## config.mk

```make
export PLATFORM = sky130hd
export DESIGN_NAME = first_fit_region_allocator
export DESIGN_NICKNAME = d
export VERILOG_FILES = /design/src/hw/rtl/fra_pkg.sv /design/src/hw/rtl/first_fit_region_allocator.sv /design/src/hw/rtl/fra_cell.sv /design/src/hw/rtl/fra_ring.sv
export SDC_FILE = /design/constraint.sdc
export NUM_CORES = 2
export LEC_CHECK = 0
export CELL_PAD_IN_SITES_DETAIL_PLACEMENT = 1
export CELL_PAD_IN_SITES_GLOBAL_PLACEMENT = 1
export CORE_UTILIZATION = 43
export CTS_CLUSTER_SIZE = 28
export DETAILED_ROUTE_END_ITERATION = 8
export DONT_BUFFER_PORTS = 1
export PLACE_DENSITY = 0.71
export RECOVER_POWER = 50
export SKIP_LAST_GASP = 1
export SYNTH_ARGS = -nofsm -noshare
export SYNTH_HDL_FRONTEND = slang
export SYNTH_HIERARCHICAL = 1
export SYNTH_SLANG_ARGS = --single-unit
```

## constraint.sdc

```tcl
create_clock -name aclk -period 13.01 [get_ports aclk]
set_clock_uncertainty 0.1 [all_clocks]
set_input_delay 1.9515 -clock aclk [delete_from_list [all_inputs] [get_ports aclk]]
set_output_delay 1.9515 -clock aclk [all_outputs]
set_load 0.01 [all_outputs]
```

## src/hw/rtl/fra_pkg.sv

```systemverilog
// Shared field width, request codes and status codes of the region allocator.
package fra_pkg;

    localparam int FIELD_W = 21;

    typedef logic [1:0] req_t;
    typedef logic [1:0] status_t;

    localparam req_t REQ_ALLOC      = 2'd0;
    localparam req_t REQ_FREE       = 2'd1;
    localparam req_t REQ_FREE_ABOVE = 2'd2;
    localparam req_t REQ_QUERY      = 2'd3;

    localparam status_t ST_OK         = 2'd0;
    localparam status_t ST_NO_MEMORY  = 2'd1;
    localparam status_t ST_NO_REGION  = 2'd2;
    localparam status_t ST_TABLE_FULL = 2'd3;

endpackage

```

## src/hw/rtl/first_fit_region_allocator.sv

```systemverilog
// A request goes from idle through a scan pass, a decide state and, if a table changes, a write pass to done.
// Free-above adds one scan, decide and write pass per region moved after the first
// (up to USED_SLOTS moves), then ends on one more scan pass and decide state.
// The block takes one request at a time; the rotating slot rings set the pass length.
// Query, failed alloc and free, and zero-size requests take one scan pass or none.
// Reset (aresetn low, synchronous): free slot 0 holds the whole memory, all else empty.
// Top level of the first-fit region allocator.
module first_fit_region_allocator #(
    parameter int MEM_BYTES  = 1048576,
    parameter int FREE_SLOTS = 16,
    parameter int USED_SLOTS = 16
) (
    input  logic                 aclk,
    input  logic                 aresetn,
    input  logic                 s_tvalid,
    output logic                 s_tready,
    input  logic [47:0]          s_tdata,   // amount[20:0], position[41:21], zero pad
    input  fra_pkg::req_t        s_tuser,   // req_type[1:0]
    output logic                 m_tvalid,
    input  logic                 m_tready,
    output logic [87:0]          m_tdata,   // granted_position[20:0], region_size[41:21],
                                            // free_total[62:42], used_total[83:63], zero pad
    output fra_pkg::status_t     m_tuser    // status[1:0]
);

    import fra_pkg::*;

    localparam int MW   = $clog2(MEM_BYTES + 1);
    localparam int AW   = (MW > FIELD_W) ? MW : FIELD_W;
    localparam int EW   = 1 + 2 * AW;
    localparam int NMAX = (FREE_SLOTS > USED_SLOTS) ? FREE_SLOTS : USED_SLOTS;
    localparam int CW   = $clog2(NMAX + 1);

    localparam logic [2:0] S_IDLE   = 3'd0;
    localparam logic [2:0] S_SCAN   = 3'd1;
    localparam logic [2:0] S_DECIDE = 3'd2;
    localparam logic [2:0] S_WRITE  = 3'd3;
    localparam logic [2:0] S_DONE   = 3'd4;

    logic [2:0]    state_reg, state_next;
    logic [CW-1:0] step_reg, step_next;
    req_t          req_reg, req_next;
    logic [AW-1:0] amt_reg, amt_next, bnd_reg, bnd_next;
    logic          f_hit_reg, f_hit_next, u_hit_reg, u_hit_next;
    logic [CW-1:0] f_sel_reg, f_sel_next, u_sel_reg, u_sel_next;
    logic [AW-1:0] f_pos_reg, f_pos_next, f_size_reg, f_size_next;
    logic [AW-1:0] u_pos_reg, u_pos_next, u_size_reg, u_size_next;
    logic [EW-1:0] f_new_reg, f_new_next, u_new_reg, u_new_next;
    status_t       status_reg, status_next;
    logic [AW-1:0] granted_reg, granted_next, rsize_reg, rsize_next;
    logic [AW-1:0] free_bytes_reg, free_bytes_next, used_bytes_reg, used_bytes_next;

    logic          f_shift, u_shift, running, last_step;
    logic [EW-1:0] f_tail, u_tail, f_head, u_head;
    logic          ft_v, ut_v;
    logic [AW-1:0] ft_pos, ft_size, ut_pos, ut_size;

    assign running   = (state_reg == S_SCAN) || (state_reg == S_WRITE);
    assign f_shift   = running && (step_reg < CW'(FREE_SLOTS));
    assign u_shift   = running && (step_reg < CW'(USED_SLOTS));
    assign last_step = (step_reg == CW'(NMAX - 1));

    assign {ft_v, ft_pos, ft_size} = f_tail;
    assign {ut_v, ut_pos, ut_size} = u_tail;

    assign f_head = (state_reg == S_WRITE && step_reg == f_sel_reg) ? f_new_reg : f_tail;
    assign u_head = (state_reg == S_WRITE && step_reg == u_sel_reg) ? u_new_reg : u_tail;

    fra_ring #(.N(FREE_SLOTS), .W(EW)) u_free_ring (
        .aclk    (aclk),
        .aresetn (aresetn),
        .shift   (f_shift),
        .init0   ({1'b1, AW'(0), AW'(MEM_BYTES)}),
        .head    (f_head),
        .tail    (f_tail)
    );

    fra_ring #(.N(USED_SLOTS), .W(EW)) u_used_ring (
        .aclk    (aclk),
        .aresetn (aresetn),
        .shift   (u_shift),
        .init0   ({EW{1'b0}}),
        .head    (u_head),
        .tail    (u_tail)
    );

    always_comb begin
        state_next      = state_reg;
        step_next       = step_reg;
        req_next        = req_reg;
        amt_next        = amt_reg;
        bnd_next        = bnd_reg;
        f_hit_next      = f_hit_reg;
        f_sel_next      = f_sel_reg;
        f_pos_next      = f_pos_reg;
        f_size_next     = f_size_reg;
        u_hit_next      = u_hit_reg;
        u_sel_next      = u_sel_reg;
        u_pos_next      = u_pos_reg;
        u_size_next     = u_size_reg;
        f_new_next      = f_new_reg;
        u_new_next      = u_new_reg;
        status_next     = status_reg;
        granted_next    = granted_reg;
        rsize_next      = rsize_reg;
        free_bytes_next = free_bytes_reg;
        used_bytes_next = used_bytes_reg;

        unique case (state_reg)
            S_IDLE: begin
                if (s_tvalid) begin
                    req_next     = s_tuser;
                    amt_next     = AW'(s_tdata[FIELD_W-1:0]);
                    bnd_next     = AW'(s_tdata[2*FIELD_W-1:FIELD_W]);
                    status_next  = ST_OK;
                    granted_next = '0;
                    rsize_next   = '0;
                    f_hit_next   = 1'b0;
                    u_hit_next   = 1'b0;
                    step_next    = '0;
                    if (s_tuser == REQ_ALLOC && s_tdata[FIELD_W-1:0] == '0) begin
                        state_next = S_DONE;
                    end else begin
                        state_next = S_SCAN;
                    end
                end
            end
            S_SCAN: begin
                if (f_shift) begin
                    if (req_reg == REQ_ALLOC) begin
                        if (ft_v && ft_size >= amt_reg && (!f_hit_reg || ft_pos <= f_pos_reg)) begin
                            f_hit_next  = 1'b1;
                            f_sel_next  = step_reg;
                            f_pos_next  = ft_pos;
                            f_size_next = ft_size;
                        end
                    end else if (!ft_v) begin
                        f_hit_next = 1'b1;
                        f_sel_next = step_reg;
                    end
                end
                if (u_shift) begin
                    case (req_reg)
                        REQ_ALLOC: begin
                            if (!ut_v) begin
                                u_hit_next = 1'b1;
                                u_sel_next = step_reg;
                            end
                        end
                        REQ_FREE_ABOVE: begin
                            if (ut_v && ut_pos >= bnd_reg && (!u_hit_reg || ut_pos <= u_pos_reg)) begin
                                u_hit_next  = 1'b1;
                                u_sel_next  = step_reg;
                                u_pos_next  = ut_pos;
                                u_size_next = ut_size;
                            end
                        end
                        default: begin
                            if (ut_v && ut_pos == bnd_reg) begin
                                u_hit_next  = 1'b1;
                                u_sel_next  = step_reg;
                                u_pos_next  = ut_pos;
                                u_size_next = ut_size;
                            end
                        end
                    endcase
                end
                if (last_step) begin
                    step_next  = '0;
                    state_next = S_DECIDE;
                end else begin
                    step_next = step_reg + 1'b1;
                end
            end
            S_DECIDE: begin
                state_next = S_DONE;
                if (req_reg == REQ_ALLOC) begin
                    if (!f_hit_reg || !u_hit_reg) begin
                        status_next = ST_NO_MEMORY;
                    end else begin
                        f_new_next      = {(f_size_reg != amt_reg), f_pos_reg + amt_reg,
                                           f_size_reg - amt_reg};
                        u_new_next      = {1'b1, f_pos_reg, amt_reg};
                        granted_next    = f_pos_reg;
                        used_bytes_next = used_bytes_reg + amt_reg;
                        free_bytes_next = free_bytes_reg - amt_reg;
                        state_next      = S_WRITE;
                    end
                end else if (req_reg == REQ_QUERY) begin
                    if (!u_hit_reg) begin
                        status_next = ST_NO_REGION;
                    end else begin
                        rsize_next = u_size_reg;
                    end
                end else begin
                    if (!u_hit_reg) begin
                        if (req_reg == REQ_FREE) begin
                            status_next = ST_NO_REGION;
                        end
                    end else if (!f_hit_reg) begin
                        status_next = ST_TABLE_FULL;
                    end else begin
                        f_new_next      = {1'b1, u_pos_reg, u_size_reg};
                        u_new_next      = {1'b0, u_pos_reg, u_size_reg};
                        used_bytes_next = used_bytes_reg - u_size_reg;
                        free_bytes_next = free_bytes_reg + u_size_reg;
                        state_next      = S_WRITE;
                    end
                end
            end
            S_WRITE: begin
                if (last_step) begin
                    step_next  = '0;
                    f_hit_next = 1'b0;
                    u_hit_next = 1'b0;
                    state_next = (req_reg == REQ_FREE_ABOVE) ? S_SCAN : S_DONE;
                end else begin
                    step_next = step_reg + 1'b1;
                end
            end
            S_DONE: begin
                if (m_tready) begin
                    state_next = S_IDLE;
                end
            end
            default: begin
                state_next = S_IDLE;
            end
        endcase
    end

    always_ff @(posedge aclk) begin
        if (!aresetn) begin
            state_reg      <= S_IDLE;
            step_reg       <= '0;
            f_hit_reg      <= 1'b0;
            u_hit_reg      <= 1'b0;
            free_bytes_reg <= AW'(MEM_BYTES);
            used_bytes_reg <= '0;
        end else begin
            state_reg      <= state_next;
            step_reg       <= step_next;
            f_hit_reg      <= f_hit_next;
            u_hit_reg      <= u_hit_next;
            free_bytes_reg <= free_bytes_next;
            used_bytes_reg <= used_bytes_next;
        end
    end

    always_ff @(posedge aclk) begin
        req_reg     <= req_next;
        amt_reg     <= amt_next;
        bnd_reg     <= bnd_next;
        f_sel_reg   <= f_sel_next;
        f_pos_reg   <= f_pos_next;
        f_size_reg  <= f_size_next;
        u_sel_reg   <= u_sel_next;
        u_pos_reg   <= u_pos_next;
        u_size_reg  <= u_size_next;
        f_new_reg   <= f_new_next;
        u_new_reg   <= u_new_next;
        status_reg  <= status_next;
        granted_reg <= granted_next;
        rsize_reg   <= rsize_next;
    end

    assign s_tready = (state_reg == S_IDLE);
    assign m_tvalid = (state_reg == S_DONE);
    assign m_tuser  = status_reg;
    assign m_tdata  = {4'b0, used_bytes_reg[FIELD_W-1:0], free_bytes_reg[FIELD_W-1:0],
                       rsize_reg[FIELD_W-1:0], granted_reg[FIELD_W-1:0]};

endmodule

```

## src/hw/rtl/fra_cell.sv

```systemverilog
// One table slot of the region ring: holds an entry and passes it on when shifted.
module fra_cell #(
    parameter int W = 51
) (
    input  logic         aclk,
    input  logic         aresetn,
    input  logic         shift,
    input  logic [W-1:0] init,
    input  logic [W-1:0] d,
    output logic [W-1:0] q
);

    logic [W-1:0] entry_reg;

    always_ff @(posedge aclk) begin
        if (!aresetn) begin
            entry_reg <= init;
        end else if (shift) begin
            entry_reg <= d;
        end
    end

    assign q = entry_reg;

endmodule

```

## src/hw/rtl/fra_ring.sv

```systemverilog
// Chain of slot cells forming a rotating region table; the tail feeds back via the head.
module fra_ring #(
    parameter int N = 16,
    parameter int W = 51
) (
    input  logic         aclk,
    input  logic         aresetn,
    input  logic         shift,
    input  logic [W-1:0] init0,
    input  logic [W-1:0] head,
    output logic [W-1:0] tail
);

    logic [W-1:0] link [N+1];

    assign link[0] = head;

    for (genvar k = 0; k < N; k++) begin : g_cell
        fra_cell #(.W(W)) u_cell (
            .aclk    (aclk),
            .aresetn (aresetn),
            .shift   (shift),
            .init    ((k == 0) ? init0 : {W{1'b0}}),
            .d       (link[k]),
            .q       (link[k+1])
        );
    end

    assign tail = link[N];

endmodule

```

==> results.ini <==
[route]
routed_wl_um = 203000
vias_per_cell = 4.85
antenna_left = 0
drt_iter0_drc = 2771
wl_per_cell_um = 23.0
first_pass_iters = 6
drc = 0
vias = 42800

[floorplan]
core_area_um2 = 193000
io-pin-count = 146
die_h_um = 443
initial_core_util_pct = 43.3
die_area_um2 = 196000
rows = 161
dieWidth_um = 443

[critical_path]
rr_startpoint = state_reg[1]
path_class = primary input to register
rr_endpoint = f_new_reg[38]
path_max_fanout = 117
r2r_slack_ns = 4.87
start_kind = primary input
end_kind = register
ff2ff_path_depth = 4
arrival_ns = 8.55
crit_required_ns = 13.20

[hold_path]
holdPathStages = 1
min_path_type = register to register
hold_start = u_free_ring/g_cell[12].u_cell/q[20]
holdPathEnd = u_free_ring/g_cell[13].u_cell/q[20]

[grt]
grt_pass1_vias = 45100
grt.total_usage_pct = 20.5
overflow = 0
grt_pass1_wl_um = 294000
antenna_found_initial = 26
grt_max_degree = 205

[clock_tree]
htree_num_levels = 4
cts.sinks = 1696
post_cts_buffers = 0
cts_buffers = 187
clock-root-buffer = clkbuf_16
clkSlewWorstSetupHoldPaths_ns = 0.06
clock_latency_ns = 0.86
cts_resized = 0
tritoncts = yes
clockBufferDepth = 3
postCtsHoldBufs = 0

[yosys]
synth.area.top_cells = edfxtp_1 (59%), mux2_4 (22%), buf_12 (3.1%), mux2_2 (2.9%), ha_1 (2.5%)
ys_async_sr_fraction_pct = 0
syn_area_per_cell_um2 = 17.6
synth_cell_types = 80
syn_inst = 4732
synth_edf_count = 1644
ys_seq_area_share_pct = 60.4
ys_ff_latch = 1696
yosysWarnings = 6
synth_most_common_cell = edfxtp_1
syn-cell-area_um2 = 83500
ys.flop_type = edfxtp_1
synth_common_cells = edfxtp_1 (1644), mux2_4 (1248), mux2_2 (214), nand2_1 (200), ha_1 (166)
synth_top_area_share_pct = 59.1
synth_top_area_cell = edfxtp_1

[sta]
min_period_ns = 8.36
fin_crit_sh_pct = 64.2
max_slew_margin_pct = -219
setup_viol = 0
hold_viol = 0
setup_tns_ns = 0
worst_pin_slew_ns = 4.78
slew_violations = 906
rsz0062_at_grt = no
clock.fmax_mhz = 120

[placement]
gp_congestion = 0.900
dp_hpwl_um = 138000
port_buffers = 0
placed_cells = 8472

[final_layout]
nNetsFinal = 6362
syn_to_final_growth_pct = 11.1
drive_gt1_share_pct = 17.8
fin_cells = 8823
fill_cells = 19200

[power]
p_per_area_nw_per_um2 = 180
vdd_drop_max_mv = 0.117
p_total_w = 0.0167
p_leak_nw = 37.1

[run_status]
violations = capacitance limit, slew limit
status = finished with violations

[job]
drv_cap = 19

## power breakdown
group          total [W]  internal (W)  switching, W
clock            0.00521       0.00296       0.00225
combinational    0.00297       0.00116       0.00180
sequential       0.00851       0.00781      0.000694
## through the flow
step | cell area (um2) | setup WS [ns] | hold WS (ns) | util, %
after CTS | 95300 | 7.13 | 0.415 | 49.5
after detailed placement | 89300 | 6.15 | 0.396 | 46.4
after global routing | 92700 | 4.06 | 0.424 | 48.2
final | 92800 | 4.65 | 0.409 | 48.2
after floorplan | 88600 | 7.88 | 0.320 | -
after global placement | 89300 | 6.23 | 0.420 | 46.4
## worst max path at each step
stage	startpoint	to	slack, ns	cells after the start
6_report	aresetn	u_free_ring/g_cell[10].u_cell/q[9]	4.65	5
2_1_floorplan	u_used_ring/g_cell[15].u_cell/q[22]	u_pos_reg[0]	7.88	9
3_5_place_dp	aresetn	u_used_ring/g_cell[3].u_cell/q[17]	6.15	5
5_1_grt	aresetn	u_used_ring/g_cell[14].u_cell/q[27]	4.06	4
4_1_cts	aresetn	u_used_ring/g_cell[3].u_cell/q[18]	7.13	5
3_3_place_gp	aresetn	u_used_ring/g_cell[3].u_cell/q[12]	6.23	5
## metal layers
| layer | up-vias | GRT usage [%] | part of all wire [%] |
|---|---|---|---|
| li1 | 19600 | - | - |
| met1 | 22000 | 27.5 | 44 |
| met2 | 824 | 33.9 | 48 |
| met3 | 301 | 2.75 | 4.6 |
| met4 | 2 | 7.52 | 3.5 |
| met5 | - | 0 | 0.0064 |
## cell type report
| class | count | area [um2] | area share, % |
|---|---|---|---|
| diodes | 11 | 27.5 | 0.0297 |
| flip-flops and latches | 1696 | 50400 | 54.3 |
| clock inverters | 108 | 1150 | 1.24 |
| inverters | 137 | 515 | 0.556 |
| repair buffers | 55 | 519 | 0.560 |
| multi-input cells | 4061 | 32100 | 34.7 |
| clock buffers | 229 | 4840 | 5.21 |
| well taps | 2526 | 3160 | 3.41 |
## critical path, stage by stage
cell	delay, ns
buf_16	0.38
buf_16	0.45
clkbuf_1	2.80
nand2b_1	1.67
clkbuf_1	0.94
## placed cells by master (no fill, tap or decap), drive strengths merged, types with 40 or more instances in the layout
cell / instances
a21o: 50
a21oi: 79
and2: 41
clkbuf: 249
clkinv: 79
conb: 1380
dfxtp: 52
edfxtp: 1644
ha: 166
inv: 142
mux2: 1462
nand2: 200
nand2b: 42
nand3: 40
nor2: 80
o21ai: 137
xnor2: 47
## logic make-up after synthesis
group                      count (synthesis)  share of synthesized area, %
DFF                                     1696                          60.4
buffers and inverters                    351                          4.40
AOI/OAI and AO/OA                        407                          3.09
xor gates and xnor gates                  73                         0.766
other                                      4                        0.0180
and+or+nand+nor                          563                          3.35
adders and majority gates                170                          2.58
muxes                                   1468                          25.4
(Power assumes the default switching activity.)
